$ cat src/rtl/spiking_synapse_current_update_defines.svh
// Assertion macros shared by the synaptic current engine.
`ifndef SPIKING_SYNAPSE_CURRENT_UPDATE_DEFINES_SVH
`define SPIKING_SYNAPSE_CURRENT_UPDATE_DEFINES_SVH

// Same-cycle implication, sampled on clk, off while rst_n is low.
`define SSC_ASSERT_NOW(label, ante, cons, msg) \
    label: assert property (@(posedge clk) disable iff (!rst_n) (ante) |-> (cons)) \
        else $error(msg);

// Next-cycle implication, sampled on clk, off while rst_n is low.
`define SSC_ASSERT_NEXT(label, ante, cons, msg) \
    label: assert property (@(posedge clk) disable iff (!rst_n) (ante) |=> (cons)) \
        else $error(msg);

`endif

$ cat src/rtl/ssc_pkg.sv
// Shared types, constants and helpers of the synaptic current engine.
`timescale 1ns / 1ps

package ssc_pkg;

    localparam int NEURONS_DEF     = 64;
    localparam int WEIGHT_BITS_DEF = 16;
    localparam int INDEX_W         = 6;
    localparam int VALUE_W         = 32;
    localparam int PERIOD_W        = 16;
    localparam int MASK_W          = 64;

    localparam logic [1:0] FUNC_WEIGHT = 2'd0;
    localparam logic [1:0] FUNC_BIAS   = 2'd1;
    localparam logic [1:0] FUNC_TICK   = 2'd2;

    // x*9/10 toward zero: |x| - ceil(|x|/10), with floor(b/10) = (b*RECIP) >> 35
    localparam logic [VALUE_W-1:0] DECAY_RECIP = 32'hCCCC_CCCD;
    localparam logic [VALUE_W-1:0] DECAY_ROUND = 32'd9;
    localparam int                 DECAY_SHIFT = 35;
    localparam int                 DECAY_Q_W   = 2 * VALUE_W - DECAY_SHIFT;

    typedef struct packed {
        logic [1:0]                func;
        logic [INDEX_W-1:0]        source_index;
        logic [INDEX_W-1:0]        target_index;
        logic signed [VALUE_W-1:0] write_value;
        logic [MASK_W-1:0]         fired_mask;
    } req_t;

    typedef struct packed {
        logic [INDEX_W-1:0]        neuron_index;
        logic signed [VALUE_W-1:0] drive_current;
        logic                      last;
    } rsp_t;

    typedef struct packed {
        logic               load_req;
        logic               w_rd;
        logic               w_wr;
        logic               b_wr;
        logic               b_rd;
        logic               acc_rd;
        logic               shift;
        logic               out_load;
        logic               tick_done;
        logic [INDEX_W-1:0] idx;
        logic [INDEX_W-1:0] b_addr;
    } ctrl_cmd_t;

    typedef struct packed {
        logic in_weight;
        logic in_bias;
        logic in_tick;
        logic out_free;
    } ctrl_sts_t;

    function automatic logic signed [VALUE_W-1:0] sat32(input logic signed [VALUE_W:0] v);
        logic signed [VALUE_W-1:0] r;
        if (v[VALUE_W] != v[VALUE_W-1])
        begin
            r = v[VALUE_W] ? {1'b1, {(VALUE_W-1){1'b0}}} : {1'b0, {(VALUE_W-1){1'b1}}};
        end
        else
        begin
            r = v[VALUE_W-1:0];
        end
        return r;
    endfunction

endpackage

$ cat src/rtl/ssc_ctrl.sv
// Sequencer of the synaptic current engine: request decode, row sweep, drive sweep.
`timescale 1ns / 1ps

module ssc_ctrl
    import ssc_pkg::*;
#(
    parameter int NEURONS = NEURONS_DEF
)
(
    input  logic      clk,
    input  logic      rst_n,
    input  logic      req_valid,
    output logic      req_stall,
    input  ctrl_sts_t sts,
    output ctrl_cmd_t cmd
);

    localparam int CNT_W = $clog2(NEURONS + 1);
    localparam logic [CNT_W-1:0] LAST_ROW = CNT_W'(NEURONS - 1);
    localparam logic [CNT_W-1:0] CNT_END  = CNT_W'(NEURONS);

    localparam logic [2:0] S_IDLE  = 3'd0;
    localparam logic [2:0] S_WRD   = 3'd1;
    localparam logic [2:0] S_WWR   = 3'd2;
    localparam logic [2:0] S_BWR   = 3'd3;
    localparam logic [2:0] S_ACC   = 3'd4;
    localparam logic [2:0] S_PRIME = 3'd5;
    localparam logic [2:0] S_EMIT  = 3'd6;

    logic [2:0]       state_reg, state_next;
    logic [CNT_W-1:0] cnt_reg, cnt_next;
    logic             accept;

    assign req_stall = (state_reg != S_IDLE);
    assign accept    = req_valid && (state_reg == S_IDLE);

    always_comb
    begin
        state_next = state_reg;
        cnt_next   = cnt_reg;
        cmd        = '0;
        cmd.idx    = INDEX_W'(cnt_reg);
        cmd.b_addr = INDEX_W'(cnt_reg + 1'b1);
        unique case (state_reg)
            S_IDLE:
            begin
                cnt_next = '0;
                if (accept)
                begin
                    cmd.load_req = 1'b1;
                    priority if (sts.in_weight)
                    begin
                        state_next = S_WRD;
                    end
                    else if (sts.in_bias)
                    begin
                        state_next = S_BWR;
                    end
                    else if (sts.in_tick)
                    begin
                        state_next = S_ACC;
                    end
                    else
                    begin
                        state_next = S_IDLE;
                    end
                end
            end
            S_WRD:
            begin
                cmd.w_rd   = 1'b1;
                state_next = S_WWR;
            end
            S_WWR:
            begin
                cmd.w_wr   = 1'b1;
                state_next = S_IDLE;
            end
            S_BWR:
            begin
                cmd.b_wr   = 1'b1;
                state_next = S_IDLE;
            end
            S_ACC:
            begin
                cmd.acc_rd = 1'b1;
                if (cnt_reg == LAST_ROW)
                begin
                    cnt_next   = '0;
                    state_next = S_PRIME;
                end
                else
                begin
                    cnt_next = cnt_reg + 1'b1;
                end
            end
            S_PRIME:
            begin
                cmd.b_rd   = 1'b1;
                cmd.b_addr = '0;
                state_next = S_EMIT;
            end
            S_EMIT:
            begin
                if (cnt_reg != CNT_END)
                begin
                    if (sts.out_free)
                    begin
                        cmd.shift    = 1'b1;
                        cmd.out_load = 1'b1;
                        cmd.b_rd     = (cnt_reg != LAST_ROW);
                        cnt_next     = cnt_reg + 1'b1;
                    end
                end
                else
                begin
                    cmd.shift     = 1'b1;
                    cmd.tick_done = 1'b1;
                    cnt_next      = '0;
                    state_next    = S_IDLE;
                end
            end
            default:
            begin
                state_next = S_IDLE;
                cnt_next   = '0;
            end
        endcase
    end

    always_ff @(posedge clk or negedge rst_n)
    begin
        if (!rst_n)
        begin
            state_reg <= S_IDLE;
            cnt_reg   <= '0;
        end
        else
        begin
            state_reg <= state_next;
            cnt_reg   <= cnt_next;
        end
    end

endmodule

$ cat config.mk
export PLATFORM = sky130hd
export DESIGN_NAME = ssc_ctrl
export DESIGN_NICKNAME = d
export VERILOG_FILES = /design/src/rtl/spiking_synapse_current_update_defines.svh /design/src/rtl/ssc_pkg.sv /design/src/rtl/ssc_ctrl.sv
export SDC_FILE = /design/constraint.sdc
export NUM_CORES = 1
export LEC_CHECK = 0
export BUFFER_PORTS_ARGS = -buffer_cell sky130_fd_sc_hd__buf_4
export CAP_MARGIN = 30
export CORE_MARGIN = 5
export CORE_UTILIZATION = 35
export DETAILED_ROUTE_END_ITERATION = 8
export SYNTH_ARGS = -nofsm -noshare
export SYNTH_HDL_FRONTEND = slang
export SYNTH_SLANG_ARGS = --single-unit
$ cat constraint.sdc
create_clock -name clk -period 5.5 [get_ports clk]
set_input_delay 0.55 -clock clk [delete_from_list [all_inputs] [get_ports clk]]
set_output_delay 0.55 -clock clk [all_outputs]
set_load 0.005 [all_outputs]
==> results of run 1 <==
## kinds of logic (layout without fill, tap and decap cells)
logic type	Yosys count	count (layout)	synth area share, %
buffers and inverters	15	37	10.5
AOI/OAI and AO/OA	26	26	25.7
xor gates and xnor gates	2	2	2.13
DFF	10	10	30.4
adders and majority gates	2	2	3.04
and+or+nand+nor	39	39	26.9
muxes	1	1	1.37
## path summary, 6_finish.rpt
path,end
max,cmd[16]
min,cnt_reg[1]
max reg2reg,cnt_reg[5]
min reg2reg,cnt_reg[6]
max in group asynchronous,state_reg[1]
min in group clk,cnt_reg[6]
## per-layer routing
layer,GRT usage (%),share of wire [%]
met2,20.4,48
met3,3.07,6.1
met4,5.96,0.84
met5,0,0
met1,15.8,45
## layout make-up
cell class / count / area [um^2]
fill: 229 / 1210
multi-input combinational: 70 / 487
sequential: 10 / 250
timing repair buffer: 28 / 210
tap: 28 / 35.0
clock buffer: 3 / 22.5
inverter: 6 / 22.5
## placed cells by master (no fill, tap or decap), types with 2 or more instances in the layout
master / instances
dfrtp_1: 10
buf_4: 28
inv_1: 6
nand3b_1: 2
o22ai_1: 2
nor2b_1: 2
nor3b_1: 3
ha_1: 2
nand3_1: 2
nor3_1: 2
a22oi_1: 2
clkbuf_4: 3
a21oi_1: 4
nand2_1: 5
o21a_1: 2
a221o_1: 2
a21o_2: 3
nor2_1: 11
nand2b_1: 3
and3_1: 2
o21bai_1: 2
and2_1: 2
o21ai_0: 2
## through the flow
step | utilization [%] | setup slack, ns | cells
floorplan | - | 3.53 | 95
global placement | 45.0 | 3.28 | 142
detailed placement | 45.0 | 3.21 | 142
CTS | 46.0 | 2.91 | 145
global route | 46.0 | 2.69 | 145
finish | 46.0 | 2.94 | 145
## power by group through the flow
| stage | Sequential, mW | Clock, mW | Combinational (mW) |
|---|---|---|---|
| global placement | 0.150 | 0 | 0.274 |
| global route | 0.157 | 0.0577 | 0.303 |
| floorplan | 0.131 | 0 | 0.198 |
| CTS | 0.149 | 0.0522 | 0.279 |
| finish | 0.148 | 0.0496 | 0.274 |
| detailed placement | 0.150 | 0 | 0.277 |
==> metrics.md, run 1 <==
| Metric | Value |
|---|---|
| Syn-to-layout area delta | `24.8%` |
| Flop pwr share | `31.4%` |
| Switching portion of total power | `40.8%` |
| Synth Net Count | `104` |
| Crit-path leading delay family | `simple AND/OR/NAND/NOR gates` |
| Die W | `58.5 um` |
| Clock latency on the worst-skew pair | `0.26 ns` |
| WP buf/inv | `2` |
| Number of synthesized flops with an enable pin | `0` |
| Min Tclk post-route | `between 2 and 3 ns` |
| Drt pass-1 iters | `4` |
| Global-route wire length before repair | `about 3.3 mm` |
| Worst slew pin tran | `0.846 ns` |
| Count leader, synth | `nor2_1` |
| Clock slew at reported path FFs | `0.06 ns` |
| Relative slew slack | `a little over two fifths` |
| Crit-path max FO | `9` |
| Port-buffer cells | `28` |
| Hpwl dp | `1.57 mm` |
| PostCTS Resize Cnt | `0` |
| Clock group share of total power | `10.5%` |
| Worst setup path startpoint | `state_reg[2]` |
| Die Y | `58.5 um` |
| Initial Utilization | `a little under two fifths` |
| Unrepaired setup endpoints after global routing | `no` |
| Post-synthesis sequential area ratio | `30.4%` |
| Final instance area | `1030 um^2` |
| Synth Instances | `95` |
| Commonest cells post-synth | `nor2_1 (11), dfrtp_1 (10), buf_4 (8), inv_1 (6), nand2_1 (5)` |
| Critical path class | `flip-flop to output port` |
| FMAX | `roughly 390 MHz` |
| Final Hold Vio Count | `0` |
| Crit path capture type | `output port` |
| Synth area leaders | `dfrtp_1 (30%), buf_4 (7.3%), nor2_1 (5.0%)` |
| Detailed-route via count | `774` |
| #FFs+latches synth | `10` |
| Max Cap Viol | `0` |
| DRT iter0 DRCs | `15` |
| Nets | `128` |
| Hold Slack | `0.107 ns` |
| Clock buffer count from CTS | `3` |
| Crit-path cells | `inv_1 > nor3b_1 > o21bai_1 > buf_4` |
| DIE AREA | `roughly 3400 um^2` |
| Dominant synthesized flop cell | `dfrtp_1` |
| Fraction of layout cells with a size suffix above 1 | `between 30% and 40%` |
| Antenna violations before repair | `0` |
| Worst R2R Path Depth | `6` |
| Async S/R FF share, synth | `100%` |
| Total gr overflow | `0` |
| Fin crit share | `46.5%` |
| WP data required | `just under 5 ns` |
| Vias in the first global route | `730` |
| Syn_area_per_cell | `around 8.7 um^2` |
| Lkg Pwr | `0.492 nW` |
| Drt via density | `5.34` |
| Leading area contributor after synthesis | `dfrtp_1` |
| ANT cells | `0` |
| Clock tree buffer depth | `2` |
| Top-area cell type share of the netlist area | `between 30 and 40%` |
| Post-synth cell types | `38` |
| Worst clock skew | `0.00186 ns` |
| Placed cell areas | `about 1000 um^2` |
| Core Rows | `17` |
| Synth warn | `0` |
| Tot GR Track Use | `12.7%` |
| Max-slew violations | `0` |
| Setup bufs post-CTS | `0` |
| CTS tree | `done` |
| Antenna Nets Post-Route | `0` |
| Root buf cell | `clkbuf_4` |
| Int Pwr | `0.280 mW` |
| Max reg flops | `7` |
| Worst path max stage delay | `0.71 ns` |
| Core box area | `2230 um^2` |
| Routed wire length | `2.02 mm` |
| Design Power | `roughly 0.47 mW` |
| Peak supply drop | `0.000238 V` |
| NetSw | `just under 0.2 mW` |
| H-tree depth | `1` |
| Combinational share of power | `slightly below 60%` |
| WP data arrival | `2.01 ns` |
| Outcome | `finished, final reports clean` |
| Hold buffers post-CTS | `0` |
| GP Congestion | `0.853` |
| TNS Setup | `0 ns` |
| RR Startpoint | `cnt_reg[0]` |
| Power Density | `~460 nW/um^2` |
| Setup violators final | `0` |
| Slowest CP cell | `nor3b_1` |
| Synth Cell Area | `823 um^2` |
| Critical path depth | `4` |
| CP Launch Type | `flip-flop` |
| CTS sink count | `10` |
| Ports | `29` |
| Reg2Reg Setup Slack | `approximately 3.4 ns` |
| Worst Hold Class | `primary input to async pin` |
| Largest net degree at the start of global routing | `13` |
| Avg WL per Cell | `13.9 um` |
| Drc violations | `0` |
Power figures use the tool's default switching activity.
==> inputs of run 2 (changes only) <==
Settings changed: ABC_AREA from default to 1.
Clock period 5.5 ns to 2.55 ns, I/O delays scaled along.
==> run 2 against run 1 <==
Compared with the run above:
- synthesized cell count is 33% higher
- largest power group unchanged
- non-clock buffer count is 1 higher
- die area up 4.8%
- global-route usage down 0.082 points
- sequential share of layout area down 1.7 points
- wire length up 4.0%
- first-iteration DRC count increased by 140%
- final cell count is 26% higher
==> metrics.md, run 2 <==
| Metric | Value |
|---|---|
| Outcome | `finished, final reports clean` |
| Slowest CP cell | `dfrtp_1` |
| Crit-path leading delay family | `simple AND/OR/NAND/NOR gates` |
| CTS tree | `done` |
| Hpwl dp | `1.69 mm (+7.6%)` |
| Setup violators final | `0 (unchanged)` |
| Fraction of layout cells with a size suffix above 1 | `33.6% (-1.5 points)` |
| Setup bufs post-CTS | `0 (unchanged)` |
| Max Cap Viol | `0 (unchanged)` |
| Crit-path cells | `inv_1 > ha_1 > inv_1 > nor2_1 > nand3_4 > nand2_2 > nor2_2 > nand2_1 > nand2_1 > buf_4` |
| Drt pass-1 iters | `4 (unchanged)` |
| Core Rows | `18 (+1)` |
| Worst Hold Class | `primary input to flip-flop` |
| Crit path capture type | `output port` |
| Top-area cell type share of the netlist area | `28.7% (-1.7 points)` |
| Synth Area in XOR/XNOR | `2.01% (-0.12 points)` |
| Avg WL per Cell | `11.5 um (-17%)` |
| Synth Net Count | `135 (+30%)` |
| Final Hold Vio Count | `0 (unchanged)` |
| Post-synthesis compound-gate area fraction | `6.90% (-19 points)` |
| Port-buffer cells | `28 (unchanged)` |
| DIE AREA | `3590 um^2 (+4.8%)` |
| WP buf/inv | `3 (+1)` |
| Die W | `59.9 um (+2.4%)` |
| Worst clock skew | `0.00450 ns (+0.00263 ns)` |
| Critical path class | `flip-flop to output port` |
| Nets | `163 (+27%)` |
| Leading area contributor after synthesis | `dfrtp_1` |
| Final instance area | `1110 um^2 (+7.7%)` |
| CP Launch Type | `flip-flop` |
| Final core occ | `45.5% (-0.52 points)` |
| Worst path max stage delay | `0.42 ns (-0.29 ns)` |
| Unrepaired setup endpoints after global routing | `no` |
| Clock slew at reported path FFs | `0.06 ns (about the same)` |
| Lkg Pwr | `0.608 nW (+24%)` |
| Detailed-route via count | `859 (+11%)` |
| Largest net degree at the start of global routing | `11 (-2)` |
| H-tree depth | `1 (unchanged)` |
| Max reg flops | `7 (unchanged)` |
| Global-route wire length before repair | `3.39 mm (+2.5%)` |
| Mux cell area share after synthesis | `0% (-1.4 points)` |
| FMAX | `509 MHz` |
| Dominant synthesized flop cell | `dfrtp_1` |
| Placed cell areas | `1070 um^2 (+6.8%)` |
| TNS Setup | `0 ns (unchanged)` |
| Largest family of logic cells by synthesized area | `simple AND/OR/NAND/NOR gates` |
| Max-slew violations | `0 (unchanged)` |
| Post-synthesis sequential area ratio | `28.7% (-1.7 points)` |
| Antenna violations before repair | `0 (unchanged)` |
| Synth area leaders | `dfrtp_1 (29%), nand2_1 (12%), inv_1 (7.8%)` |
| #FFs+latches synth | `10 (unchanged)` |
| Initial Utilization | `35.8% (-1.1 points)` |
| Synth Instances | `126 (+33%)` |
| Number of synthesized flops with an enable pin | `0 (unchanged)` |
| GP Congestion | `0.865 (+1.4%)` |
| Post-synthesis simple-gate area fraction | `44.4% (+17 points)` |
| Drc violations | `0 (unchanged)` |
| Tot GR Track Use | `12.6% (-0.082 points)` |
| Crit-path max FO | `5 (-4)` |
| Post-Synth Adder-Cell Area | `2.87% (-0.17 points)` |
| Clock buffer count from CTS | `3 (unchanged)` |
| Synth warn | `0 (unchanged)` |
| Antenna Nets Post-Route | `0 (unchanged)` |
| Count leader, synth | `nand2_1` |
| Min Tclk post-route | `1.96 ns` |
| Fin crit share | `77.0%` |
| Cell Count, Final, Fillers Out | `182 (+26%)` |
| Filler cell count | `264 (+15%)` |
| CTS sink count | `10 (unchanged)` |
| WP data arrival | `1.71 ns (-0.30 ns)` |
| Total gr overflow | `0 (unchanged)` |
| Drt via density | `4.72 (-12%)` |
| Clock latency on the worst-skew pair | `0.26 ns (about the same)` |
| DRT iter0 DRCs | `36 (+21)` |
| Relative slew slack | `80.6% (+37 points)` |
| Clock tree buffer depth | `2 (unchanged)` |
| Most frequent cells in the layout | `nand2_1 (28), buf_4 (28), inv_1 (18)` |
| Async S/R FF share, synth | `100% (unchanged)` |
| Root buf cell | `clkbuf_4` |
| Routed wire length | `2.10 mm (+4.0%)` |
| Vias in the first global route | `758 (+3.8%)` |
| Post-synth cell types | `24 (-37%)` |
| ANT cells | `0 (unchanged)` |
| Core box area | `2430 um^2 (+8.9%)` |
| Peak supply drop | `0.000504 V (+110%)` |
| Syn-to-layout area delta | `27.0%` |
| # placed instances | `178 (+25%)` |
| Syn_area_per_cell | `6.91 um^2 (-20%)` |
| Synth Cell Area | `871 um^2 (+5.8%)` |
| Die Y | `59.9 um (+2.4%)` |
| Power Density | `818 nW/um^2 (+78%)` |
| Worst slew pin tran | `0.291 ns (-0.556 ns)` |
| WP data required | `2.30 ns (-2.65 ns)` |
| Commonest cells post-synth | `nand2_1 (28), inv_1 (18), nor2_1 (15), dfrtp_1 (10), nand4_1 (7)` |
| Ports | `29 (unchanged)` |
-- run 2: cell types whose count changed after synthesis, sizes merged, moves of 3 or more --
| cell | delta |
|---|---|
| nand2 | +29 |
| inv | +16 |
| nor2 | +11 |
| nand3 | +7 |
| nand4 | +7 |
| a21o | -3 |
| nand2b | -3 |
| nor3b | -3 |
-- run 2: cell families (layout without fill, tap and decap cells) --
| logic type | Yosys count | in the layout |
|---|---|---|
| AOI/OAI and AO/OA | 10 | 10 |
| DFF | 10 | 10 |
| and+or+nand+nor | 73 | 73 |
| adders and majority gates | 2 | 2 |
| xor gates and xnor gates | 2 | 2 |
| buffers and inverters | 29 | 55 |
-- run 2: worst paths after layout --
check | from | endpoint | slack, ns | depth (start not counted)
setup / recovery | cnt_reg[0] | cmd[16] | 0.59 | 10
hold / removal | req_valid | state_reg[2] | 0.31 | 3
setup reg to reg | cnt_reg[0] | state_reg[2] | 1.00 | 8
hold reg to reg | cnt_reg[6] | cnt_reg[6] | 0.54 | 2
max in group asynchronous | rst_n | state_reg[0] | 2.05 | 2
min in group asynchronous | rst_n | state_reg[1] | 0.35 | 2
-- run 2: routing by layer --
layer	wire length (um)	GRT usage, %	vias up
li1	-	-	446
met1	947	16.3	389
met2	1030	20.4	22
met3	118	4.54	2
met4	8	1.90	0
met5	0	0	-
-- run 2: layout make-up --
cell class	instances	area, um^2	area share, %
timing repair buffer	29	220	19.9
inverter	23	86.3	7.81
sequential	10	250	22.6
tap	30	37.5	3.39
clock buffer	3	22.5	2.04
multi-input combinational	87	489	44.2
-- run 2: repair_timing --
item                                    4_1_cts  5_1_grt
hold endpoints to repair                     10        0
gates resized for setup                       0        0
hold buffers                                  1        0
endpoints found under the setup margin        0        0
-- run 2: stage by stage --
| step | hold WS [ns] | setup WS, ns | total power, mW |
|---|---|---|---|
| 3_3_place_gp | 0.0955 | 0.902 | 0.807 |
| 2_1_floorplan | -0.0406 | 1.09 | 0.615 |
| 6_report | 0.312 | 0.587 | 0.905 |
| 3_5_place_dp | 0.0976 | 0.859 | 0.806 |
| 4_1_cts | 0.315 | 0.569 | 0.919 |
| 5_1_grt | 0.338 | 0.454 | 0.993 |
-- run 2: worst min-delay path, stage by stage --
cell	delay, ns
buf_4	0.08
nor2_1	0.06
o21bai_1	0.13
-- run 2: where the power goes --
group / internal, mW / total, mW / switching (mW)
Clock: 0.0545 / 0.107 / 0.0526
Sequential: 0.195 / 0.248 / 0.0526
Combinational: 0.233 / 0.550 / 0.318
Total: 0.482 / 0.905 / 0.423
